File: src/hw/rtl/atb_pkg.sv
// Package for the axisymmetric triangle strain-displacement block.
// Holds field widths, status codes, the element record type and helpers.
// Depends on nothing.
package atb_pkg;

    localparam int DATA_W = 32;
    localparam int DIFF_W = 33;
    localparam int SUM_W  = 34;
    localparam int PROD_W = 66;
    localparam int AM_W   = 67;

    localparam logic [1:0] STATUS_OK   = 2'd0;
    localparam logic [1:0] STATUS_CW   = 2'd1;
    localparam logic [1:0] STATUS_ZERO = 2'd2;

    typedef struct packed {
        logic [AM_W-1:0]             am;
        logic                        aneg;
        logic                        zero;
        logic [SUM_W-1:0]            sr;
        logic [SUM_W-1:0]            sz;
        logic [2:0][DIFF_W-1:0]      beta;
        logic [2:0][DIFF_W-1:0]      gamma;
    } t_elem;

    function automatic logic [DIFF_W-1:0] mag_diff(input logic [DIFF_W-1:0] v);
        return v[DIFF_W-1] ? (~v + DIFF_W'(1)) : v;
    endfunction

    function automatic logic [SUM_W-1:0] mag_sum(input logic [SUM_W-1:0] v);
        return v[SUM_W-1] ? (~v + SUM_W'(1)) : v;
    endfunction

endpackage

File: src/hw/rtl/atb_fifo.sv
// Short queue of element records between the front and back parts.
// Depends on atb_pkg.
module atb_fifo #(
    parameter int DEPTH = 2
) (
    input  logic           i_clk,
    input  logic           i_rst_n,
    input  logic           i_push,
    input  atb_pkg::t_elem i_data,
    output logic           o_full,
    input  logic           i_pop,
    output atb_pkg::t_elem o_data,
    output logic           o_empty
);
    localparam int PW = (DEPTH > 1) ? $clog2(DEPTH) : 1;
    localparam int CW = $clog2(DEPTH + 1);

    atb_pkg::t_elem  r_mem [DEPTH];
    logic [PW-1:0]   r_wp;
    logic [PW-1:0]   r_rp;
    logic [CW-1:0]   r_cnt;

    assign o_full  = (r_cnt == CW'(DEPTH));
    assign o_empty = (r_cnt == '0);
    assign o_data  = r_mem[r_rp];

    always_ff @(posedge i_clk) begin
        if (i_push) begin
            r_mem[r_wp] <= i_data;
        end
    end

    always_ff @(posedge i_clk) begin
        if (!i_rst_n) begin
            r_wp  <= '0;
            r_rp  <= '0;
            r_cnt <= '0;
        end else begin
            if (i_push) begin
                r_wp <= (r_wp == PW'(DEPTH - 1)) ? '0 : r_wp + PW'(1);
            end
            if (i_pop) begin
                r_rp <= (r_rp == PW'(DEPTH - 1)) ? '0 : r_rp + PW'(1);
            end
            r_cnt <= r_cnt + CW'(i_push) - CW'(i_pop);
        end
    end
endmodule

File: config.mk
export PLATFORM = sky130hd
export DESIGN_NAME = atb_fifo
export DESIGN_NICKNAME = d
export VERILOG_FILES = /design/src/hw/rtl/atb_pkg.sv /design/src/hw/rtl/atb_fifo.sv
export SDC_FILE = /design/constraint.sdc
export NUM_CORES = 1
export LEC_CHECK = 0
export BUFFER_PORTS_ARGS = -buffer_cell sky130_fd_sc_hd__buf_2
export CAP_MARGIN = 15
export CORE_AREA = 2 2 263 265
export DETAILED_ROUTE_END_ITERATION = 8
export DIE_AREA = 0 0 265 267
export GPL_TIMING_DRIVEN = 0
export PLACE_DENSITY = 0.66
export SYNTH_ARGS = -nofsm -noshare
export SYNTH_HDL_FRONTEND = slang
export SYNTH_SLANG_ARGS = --single-unit
File: constraint.sdc
create_clock -name i_clk -period 18.7 [get_ports i_clk]
set_input_delay 2.805 -clock i_clk [delete_from_list [all_inputs] [get_ports i_clk]]
set_output_delay 2.805 -clock i_clk [all_outputs]
set_load 0.01 [all_outputs]
# After elaboration in Yosys (flattened, before gate mapping)
# Memory sizes are Yosys's and may differ from the RTL's. A register that Yosys moved wholly into a read port is not among the register bits.
# Cells that the tools add are included.
# word_totals
regBits	4
mem_bits_rw	670
inputBits	339
output_inout_bits	337
elab_cells	16
n_memories	1
# op_classes
add_sub_neg	4
n_eq_ne	1
mux	6
n_reduce_logical	1
# mem_list
name	depth	width	read_ports	rd_clocked_by_memory_dff	write_ports	line	text
r_mem	2	335	1	1	1	atb_fifo.sv:18	atb_pkg::t_elem r_mem [DEPTH];
# op_table
op	n
1-bit 2-to-1 mux	6
1-bit adder (second input constant)	2
2-bit by 1-bit adder with 2-bit output	1
2-bit == test (second input constant)	1
2-bit logical NOT	1
2-bit by 1-bit subtractor with 2-bit output	1

# Longest topological paths before layout
# Gate-level depths: netlist of the first run.
# depth
word_depth	4
depth_mapped	6
mapped_depth_nobuf	6

# Worst setup path after synthesis of the first run
# No wires, ideal clock.
# synth_timing
path_kind	input port to flip-flop
startpoint	input port i_push
endpoint	register r_wp
setup_time_ps	127
arrival_time_ps	18277
required_time_ps	18573
setup_slack_ps	296
cell_stages	2
path_buffers	0
cell_sequence	nor2b_1 -> o21a_1
# synth_rtl
element	line	text
start: declaration	atb_fifo.sv:8	input logic i_push,
end signal: assignment	atb_fifo.sv:40	r_wp <= (r_wp == PW'(DEPTH - 1)) ? '0 : r_wp + PW'(1);
end: declaration	atb_fifo.sv:19	logic [PW-1:0] r_wp;

==> flow_metrics.py, run 1 <==
metrics = {
    "synthesis": {
        "synthFlopType": "edfxtp_1",
        "ys_types": 15,
        "synthesis.area_mm2": 0.0250,
        "yosysTopAreaCell": "edfxtp_1",
        "ys_ff_latch": 675,
        "avgSynthCellArea_um2": 23.5,
        "yosysSeqAreaShare": 0.810,
        "async_flop_share": 0,
        "ys_top_cells_by_area": "edfxtp_1 81%, mux2_4 9.0%, mux2_2 8.3%, buf_6 0.77%, dfxtp_1 0.40%",
        "synth_edf_count": 670,
        "synth.top_cell.area_share": 0.806,
        "syn_inst": 1063,
        "synthesis.nets": 1404,
        "yosysWarnings": 0,
    },
    "finish": {
        "stdcell_count": 2769,
        "drive_above_1_share": 0.617,
        "fillers": 5792,
        "register_area_mm2": 0.0202,
        "fin_nets": 2170,
        "syn2layout_area_growth_pct": 28.3,
        "multi_input_area_mm2": 0.00446,
    },
    "worst_setup_path": {
        "worstReg2RegEnd": "r_mem[0][186]",
        "r2r_cells": 7,
        "ff2ff_setup_slack_ps": 16000,
        "path_delay_family": "buffers and inverters",
        "startpoint_type": "register",
        "critPathRequiredTime_ps": 15890,
        "path_class": "register to primary output",
        "r2r-start": "r_wp",
        "crit_chain": "buf_2, buf_2, mux2_2, buf_2",
        "crit_buf_inv": 3,
        "cp.arrival_ps": 2400,
        "crit_top_cell": "buf_2",
        "slowest_stage": "buf_2",
        "worstPathMaxFanout": 10,
        "critPathCaptureType": "primary output",
        "cpPeakStageDelay_ps": 620,
    },
    "global_route": {
        "grt_max_degree": 67,
        "overflow": 0,
        "grt_pass1_wl_um": 81400,
        "track_usage": 0.154,
        "grt_pass1_vias": 13500,
        "antenna_found_initial": 11,
    },
    "clocking": {
        "cts_root_buf": "clkbuf_16",
        "postCtsHoldBufs": 0,
        "cts_tree": "built",
        "insertion_delay_ps": 600,
        "htree_num_levels": 3,
        "cts_setup_buffers": 0,
        "ctsResizeCount": 0,
        "ctsLongestPathBuffers": 3,
        "cts_sinks": 675,
        "cts_buffers": 72,
        "clk_pin_slew_worst_paths_ps": 60,
    },
    "drt": {
        "wire_per_inst_um": 20.8,
        "drt_iter0_markers": 645,
        "drc": 0,
        "drt_wl_total_um": 57500,
        "antenna_left": 0,
        "via_count": 12800,
        "drt_pass1_iterations": 5,
        "via_per_inst": 4.61,
    },
    "timing": {
        "setup_tns_ps": 0,
        "period_share": 0.278,
        "worst_slew_pin_slew_ps": 698,
        "slew_violations": 0,
        "fmax_mhz": 192,
        "maxSlewHeadroom": 0.535,
        "fin_skew_ps": 17.8,
        "setup_viol": 0,
        "min_period_ps": 5200,
        "hold_violations": 0,
        "rsz0062_at_grt": "no",
    },
    "place": {
        "hpwl_um": 41700,
        "dp.cells": 2637,
        "routabilityCongestion": 0.777,
        "port_buffers": 675,
    },
    "die": {
        "start_util": 0.367,
        "die_w_um": 265,
        "ios": 676,
        "die_area_mm2": 0.0708,
        "rows": 96,
        "coreArea_mm2": 0.0680,
        "die_height_um": 267,
    },
    "pwr": {
        "leakagePower_uw": 0.0123,
        "seqPwrFrac": 0.507,
        "combPwrFrac": 0.114,
        "internal_power_uw": 2710,
        "pwr_density_cell_mw_per_mm2": 109,
        "finalPower_uw": 3490,
        "switching_share": 0.224,
        "ir_drop_mv": 0.0779,
        "pwr-share-clk": 0.379,
        "switchingPower_uw": 780,
    },
    "min_path": {
        "holdPathEnd": "r_rp",
        "min_from": "r_rp",
        "min_path_type": "register to register",
        "hold_path_depth": 2,
    },
    "run": {
        "maxCapViolations": 0,
    },
    "status": {
        "status": "finished, final reports clean",
    },
}
[metal layers]
layer	wire [um]	track usage	up-vias	share of wire
li1	-	-	5811	-
met1	20500	0.161	6359	0.36
met2	30600	0.282	466	0.53
met3	4770	0.0555	105	0.083
met4	1570	0.0606	12	0.027
met5	77	0	-	0.0013
[worst max path at each step]
stage                         from            end  slack [ps]  depth (start not counted)
after floorplan             i_push           r_wp         300                          2
after global placement      i_push           r_wp       -8030                          3
after detailed placement    i_push  r_mem[0][267]       13330                          8
after CTS                 register    o_data[154]       13380                          4
after global routing      register    o_data[154]       13380                          4
final                     register    o_data[154]       13500                          4
[synthesized netlist by cell type (2+ instances only)]
| library cell | instances |
|---|---|
| mux2_2 | 185 |
| dfxtp_1 | 5 |
| nor2b_1 | 4 |
| buf_2 | 19 |
| edfxtp_1 | 670 |
| ha_1 | 2 |
| inv_1 | 2 |
| and2_1 | 4 |
| buf_6 | 17 |
| mux2_4 | 150 |
[state kept, by name, summed over array words and instances, names as in the netlist, named ones only]
| register | flops |
|---|---|
| r_wp | 1 |
| r_cnt | 2 |
| r_mem | 670 |
| r_rp | 1 |
[kinds of logic after synthesis]
kind of cell | synth area share
AOI/OAI and AO/OA | 0.000301
xor gates and xnor gates | 0.00125
adders and majority gates | 0.00100
buffers and inverters | 0.0121
DFF | 0.810
muxes | 0.174
and+or+nand+nor | 0.00215
[cell type report]
| class | instances | share of cell area |
|---|---|---|
| clock buffer | 86 | 0.0579 |
| clock inverter | 41 | 0.00984 |
| buffer | 37 | 0.00918 |
| tap | 882 | 0.0345 |
| inverter | 2 | 0.000234 |
| antenna | 5 | 0.000391 |
| sequential | 675 | 0.631 |
| multi-input combinational | 349 | 0.139 |
| timing repair buffer | 692 | 0.117 |
[worst min-delay path, cell delays in order (launching register included)]
cell     delay (ps)
dfxtp_1         330
xor2_1           80
and2_1          160
[metrics by stage]
step	utilization	instance area (um^2)	setup WS [ps]	hold slack [ps]
2_1_floorplan	-	25000	296	555
3_3_place_gp	0.433	29500	-8030	571
3_5_place_dp	0.439	29900	13330	590
4_1_cts	0.471	32000	13380	617
5_1_grt	0.471	32000	13380	638
6_report	0.471	32000	13500	620
[layout by cell type, fill, tap and decap left out, drive strengths merged]
master / synthesis / layout
clkinv: 0 / 31
nor2b: 4 / 4
inv: 2 / 7
and2: 4 / 4
xnor3: 1 / 1
nor2: 1 / 1
clkbuf: 0 / 86
bufinv: 0 / 4
o21a: 1 / 1
mux2: 335 / 335
buf: 37 / 729
edfxtp: 670 / 670
dfxtp: 5 / 5
diode: 0 / 5
xor2: 1 / 1
ha: 2 / 2
clkinvlp: 0 / 1
[power groups by stage]
| stage | Combinational (uW) | Sequential [uW] | Clock, uW |
|---|---|---|---|
| floorplan | 218 | 1830 | 0 |
| global placement | 382 | 1850 | 0 |
| detailed placement | 401 | 1800 | 0 |
| CTS | 403 | 1770 | 1360 |
| global route | 421 | 1770 | 1420 |
| finish | 396 | 1770 | 1320 |
No activity file was read; power rests on OpenSTA's default activity.
==> run 2: changes to the inputs <==
--- a/config.mk
+++ b/config.mk
@@ -7,11 +7,11 @@
 export LEC_CHECK = 0
 export BUFFER_PORTS_ARGS = -buffer_cell sky130_fd_sc_hd__buf_2
 export CAP_MARGIN = 15
-export CORE_AREA = 2 2 263 265
+export CORE_AREA = 2 2 265 267
 export DETAILED_ROUTE_END_ITERATION = 8
-export DIE_AREA = 0 0 265 267
+export DIE_AREA = 0 0 267 269
 export GPL_TIMING_DRIVEN = 0
-export PLACE_DENSITY = 0.66
+export PLACE_DENSITY = 0.63
 export SYNTH_ARGS = -nofsm -noshare
 export SYNTH_HDL_FRONTEND = slang
 export SYNTH_SLANG_ARGS = --single-unit
==> constraint.sdc (replaced) <==
create_clock -name i_clk -period 5.01 [get_ports i_clk]
set_input_delay 0.7515 -clock i_clk [delete_from_list [all_inputs] [get_ports i_clk]]
set_output_delay 0.7515 -clock i_clk [all_outputs]
set_load 0.01 [all_outputs]
==> run 2 against run 1 <==
Power rose to 3.8 times the previous value. Sequential share of layout area fell by 0.50 points. Critical path depth rose by 1. Combinational power rose to 3.7 times the previous value. Register-to-register slack got worse by 14000 ps. Clock power rose to 3.8 times the previous value. Largest cell class unchanged. Critical endpoint is now o_data[225]. Clock-buffer cell count rose by 5. Setup slack got worse by 11000 ps. Utilization fell by 0.52 points. Hold slack got worse by 290 ps. Non-clock buffer count rose by 1. Die area rose by 1.5%.
==> flow_metrics.py, run 2 (synthesized netlist as in run 1, its figures left out) <==
metrics = {
    "worst_setup_path": {
        "crit_top_cell": "buf_6",
        "ff2ff_setup_slack_ps": 2450,
        "slowest_stage": "mux2_4",
        "cp-endpoint": "o_data[225]",
        "path_class": "register to primary output",
        "worstReg2RegEnd": "r_mem[0][234]",
        "cpPeakStageDelay_ps": 350,
        "critPathCaptureType": "primary output",
        "cp.arrival_ps": 2150,
        "path_depth": 5,
        "crit_buf_inv": 4,
        "critPathRequiredTime_ps": 4260,
        "startpoint_type": "register",
        "worstPathMaxFanout": 10,
        "r2r-start": "r_wp",
        "crit_chain": "buf_4, buf_6, buf_6, mux2_4, buf_2",
        "r2r_cells": 7,
        "path_delay_family": "buffers and inverters",
    },
    "timing": {
        "hold_violations": 0,
        "setup_tns_ps": 0,
        "setup_viol": 0,
        "worst_slew_pin_slew_ps": 614,
        "slew_violations": 0,
        "maxSlewHeadroom": 0.591,
        "fin_skew_ps": 22.2,
        "holdWs_ps": 330,
        "min_period_ps": 2900,
        "fmax_mhz": 345,
        "period_share": 0.579,
        "rsz0062_at_grt": "no",
    },
    "drt": {
        "drt_iter0_markers": 618,
        "via_per_inst": 4.50,
        "drt_wl_total_um": 57100,
        "antenna_left": 0,
        "drc": 0,
        "via_count": 12800,
        "wire_per_inst_um": 20.1,
        "drt_pass1_iterations": 6,
    },
    "clocking": {
        "cts_sinks": 675,
        "htree_num_levels": 3,
        "ctsResizeCount": 0,
        "insertion_delay_ps": 600,
        "cts_tree": "built",
        "postCtsHoldBufs": 0,
        "cts_setup_buffers": 0,
        "ctsLongestPathBuffers": 3,
        "cts_root_buf": "clkbuf_16",
        "clk_pin_slew_worst_paths_ps": 60,
        "cts_buffers": 72,
    },
    "finish": {
        "top_regs": "r_mem x670, r_cnt x2",
        "final_common_cell": "buf_2",
        "layout_common_cells": "694 x buf_2, 670 x edfxtp_1, 185 x mux2_2, 150 x mux2_4, 74 x clkbuf_16",
        "syn2layout_area_growth_pct": 29.3,
        "drive_above_1_share": 0.616,
        "fin_util": 0.466,
        "stdcell_count": 2839,
        "regMostFlops": "r_mem",
        "fin_nets": 2171,
        "largest_reg_flops": 670,
    },
    "pwr": {
        "pwr-share-clk": 0.386,
        "switchingPower_uw": 3000,
        "internal_power_uw": 10200,
        "pwr_density_cell_mw_per_mm2": 407,
        "ir_drop_mv": 0.249,
        "finalPower_uw": 13200,
        "leakagePower_uw": 0.0124,
        "switching_share": 0.228,
        "combPwrFrac": 0.112,
        "seqPwrFrac": 0.502,
    },
    "global_route": {
        "track_usage": 0.150,
        "antenna_found_initial": 18,
        "overflow": 0,
        "grt_pass1_wl_um": 80300,
        "grt_max_degree": 65,
        "grt_pass1_vias": 13500,
    },
    "die": {
        "rows": 97,
        "die_height_um": 269,
        "die_w_um": 267,
        "coreArea_mm2": 0.0693,
        "die_area_mm2": 0.0718,
        "start_util": 0.360,
        "ios": 676,
    },
    "place": {
        "routabilityCongestion": 0.791,
        "dp.cells": 2696,
        "port_buffers": 675,
        "hpwl_um": 41300,
    },
    "min_path": {
        "min_path_type": "primary input to register",
    },
    "status": {
        "status": "finished, final reports clean",
    },
    "run": {
        "maxCapViolations": 0,
    },
}
## run 2: changes by cell type in the layout (fill, tap and decap cells not counted), moves of 2 or more
cell / change
inv_6: -4
clkbuf_1: +3
clkbuf_16: +2
clkinv_16: +3
diode_2: +5
buf_16: +4
buf_12: -3
## run 2: how the worst min path moves through the flow
stage	endpoint	start	cells past startpoint
floorplan	register	r_rp	2
global placement	r_rp	r_rp	2
detailed placement	r_rp	r_rp	2
CTS	r_mem[0][239]	i_data[239]	1
global route	r_mem[0][35]	i_data[35]	1
finish	r_mem[0][239]	i_data[239]	1
## run 2: power groups by stage
stage          sequential (uW)  clock (uW)  combinational, uW
2_1_floorplan             6740           0                814
3_3_place_gp              6780           0               1420
3_5_place_dp              6720           0               1500
4_1_cts                   6600        5250               1510
5_1_grt                   6620        5430               1580
6_report                  6600        5080               1480
## run 2: routing by layer
layer  track usage  vias up  part of all wire
li1              -     5826                 -
met1         0.153     6346              0.35
met2         0.275      460              0.54
met3        0.0560      116             0.085
met4        0.0595       16             0.026
met5             0        -            0.0016
## run 2: area by class of cell
cell class                 instances  area, um^2
tap                              940        1180
antenna                           10        25.0
fill                            5936       37000
clock buffer                      91        1920
sequential                       675       20200
timing repair buffer             693        3810
clock inverter                    42         375
multi-input combinational        349        4460
inverter                           2        7.51
buffer                            37         294
## run 2: per-stage QoR
stage	worst slack, ps	cell area [um^2]
after detailed placement	1860	30000
after floorplan	-1190	25000
final	2110	32300
after global placement	-4030	29500
after CTS	2000	32300
after global routing	1980	32300
==> run 3: changes to the inputs <==
--- a/config.mk
+++ b/config.mk
@@ -7,11 +7,11 @@
 export LEC_CHECK = 0
 export BUFFER_PORTS_ARGS = -buffer_cell sky130_fd_sc_hd__buf_2
 export CAP_MARGIN = 15
-export CORE_AREA = 2 2 265 267
+export CORE_AREA = 2 2 263 265
 export DETAILED_ROUTE_END_ITERATION = 8
-export DIE_AREA = 0 0 267 269
+export DIE_AREA = 0 0 265 267
 export GPL_TIMING_DRIVEN = 0
-export PLACE_DENSITY = 0.63
+export PLACE_DENSITY = 0.66
 export SYNTH_ARGS = -nofsm -noshare
 export SYNTH_HDL_FRONTEND = slang
 export SYNTH_SLANG_ARGS = --single-unit
==> constraint.sdc (replaced) <==
create_clock -name i_clk -period 2.6 [get_ports i_clk]
set_input_delay 0.39 -clock i_clk [delete_from_list [all_inputs] [get_ports i_clk]]
set_output_delay 0.39 -clock i_clk [all_outputs]
set_load 0.01 [all_outputs]
==> run 3 against run 2 <==
Design area rose by 10%. Clock power up 92%. Critical endpoint is now o_data[80]. Clock-buffer cell count increased by 1. Utilization is 5.6 points higher. Setup slack lost 2000 ps. Final cell count grew 9.3%. Power rose by 96%. Critical path depth shrank 1.
==> flow_metrics.py, run 3 (synthesized netlist as in run 1, its figures left out) <==
metrics = {
    "status": {
        "status": "finished, final reports clean",
    },
    "place": {
        "routabilityCongestion": 0.799,
        "hpwl_um": 41500,
        "dp.cells": 2638,
        "port_buffers": 675,
    },
    "timing": {
        "rsz0062_at_grt": "no",
        "min_period_ps": 2480,
        "maxSlewHeadroom": 0.593,
        "fin_skew_ps": 16.2,
        "hold_violations": 0,
        "fmax_mhz": 404,
        "worst_slew_pin_slew_ps": 609,
        "period_share": 0.953,
        "slew_violations": 0,
        "setup_viol": 0,
    },
    "worst_setup_path": {
        "worstPathMaxFanout": 10,
        "startpoint_type": "register",
        "path_class": "register to primary output",
        "r2r_cells": 6,
        "critPathRequiredTime_ps": 2210,
        "cp.arrival_ps": 2090,
        "critPathCaptureType": "primary output",
    },
    "global_route": {
        "grt_pass1_vias": 15800,
        "antenna_found_initial": 3,
        "track_usage": 0.168,
        "grt_max_degree": 62,
        "grt_pass1_wl_um": 90700,
        "overflow": 0,
    },
    "die": {
        "die_w_um": 265,
        "start_util": 0.367,
        "die_height_um": 267,
        "ios": 676,
        "coreArea_mm2": 0.0680,
        "rows": 96,
        "die_area_mm2": 0.0708,
    },
    "finish": {
        "largest_reg_flops": 670,
        "top_regs": "r_mem x670, r_cnt x2",
        "drive_above_1_share": 0.525,
        "fin_util": 0.522,
        "regMostFlops": "r_mem",
        "stdcell_count": 3103,
        "layout_common_cells": "692 x buf_2, 670 x edfxtp_1, 335 x dlygate4sd3_1, 185 x mux2_2, 150 x mux2_4",
        "fin_nets": 2506,
        "final_common_cell": "buf_2",
        "syn2layout_area_growth_pct": 42.2,
    },
    "drt": {
        "wire_per_inst_um": 19.9,
        "antenna_left": 0,
        "drc": 0,
        "via_count": 14200,
        "via_per_inst": 4.58,
        "drt_iter0_markers": 724,
        "drt_pass1_iterations": 5,
        "drt_wl_total_um": 61900,
    },
    "clocking": {
        "htree_num_levels": 3,
        "cts_buffers": 72,
        "cts_root_buf": "clkbuf_16",
        "ctsLongestPathBuffers": 3,
        "cts_sinks": 675,
        "cts_tree": "built",
        "clk_pin_slew_worst_paths_ps": 60,
        "insertion_delay_ps": 590,
        "cts_setup_buffers": 0,
    },
    "pwr": {
        "ir_drop_mv": 0.671,
        "leakagePower_uw": 0.0137,
        "pwr_density_cell_mw_per_mm2": 726,
        "finalPower_uw": 25800,
    },
    "min_path": {
        "min_path_type": "primary input to register",
        "hold_path_depth": 2,
    },
    "run": {
        "maxCapViolations": 0,
    },
}
[run 3: cell count changes in the layout (fill, tap and decap cells not counted), moves of 3 or more]
cell / delta
dlygate4sd3_1: +335
diode_2: -8
clkinv_1: -6
clkinv_16: -3
[run 3: layout make-up]
class,instances,area [um^2]
timing repair buffer,1028,7150
fill,5373,32500
tap,882,1100
buffer,37,307
clock buffer,92,1920
inverter,2,7.51
multi-input combinational,349,4460
clock inverter,36,328
antenna,2,5.00
sequential,675,20200
[run 3: power by group]
part	internal [uW]	switching, uW	total (uW)
logic	1720	1590	3310
registers	12600	138	12700
clock network	5650	4100	9750
[run 3: worst max-delay path, stage by stage (launching register included)]
cell	delay, ps
dfxtp_1	330
buf_2	260
buf_2	350
mux2_2	390
buf_2	160
[run 3: through the flow]
step / instance area, um^2 / TNS (ps) / setup WS (ps) / hold WS (ps)
after floorplan: 25000 / -1274790 / -3240 / 489
after global placement: 29500 / -2673070 / -6080 / 568
after detailed placement: 29900 / -3870 / -77.6 / 581
after CTS: 35500 / -5.25 / -5.25 / 5.04
after global routing: 35500 / 0 / 2.85 / 31.5
final: 35500 / 0 / 122 / 62.6
[run 3: final timing paths]
check                start             to  slack, ps
setup reg to reg      r_wp  r_mem[0][205]        170
setup / recovery  register     o_data[80]        120
hold / removal     i_rst_n           r_wp         60
hold reg to reg       r_rp       register        590
[run 3: per-layer routing]
layer | part of all wire | GRT usage | vias up | routed length [um]
li1 | - | - | 6471 | -
met1 | 0.36 | 0.179 | 7086 | 22300
met2 | 0.53 | 0.308 | 507 | 33000
met3 | 0.068 | 0.0491 | 139 | 4230
met4 | 0.037 | 0.0765 | 2 | 2280
met5 | 0.000097 | 0 | - | 6
[run 3: timing repair]
action	4_1_cts	5_1_grt
pin swaps	0	0
gates resized for setup	2	2
setup endpoints to repair	5	40
hold buffers	334	1
hold endpoints to repair	668	2
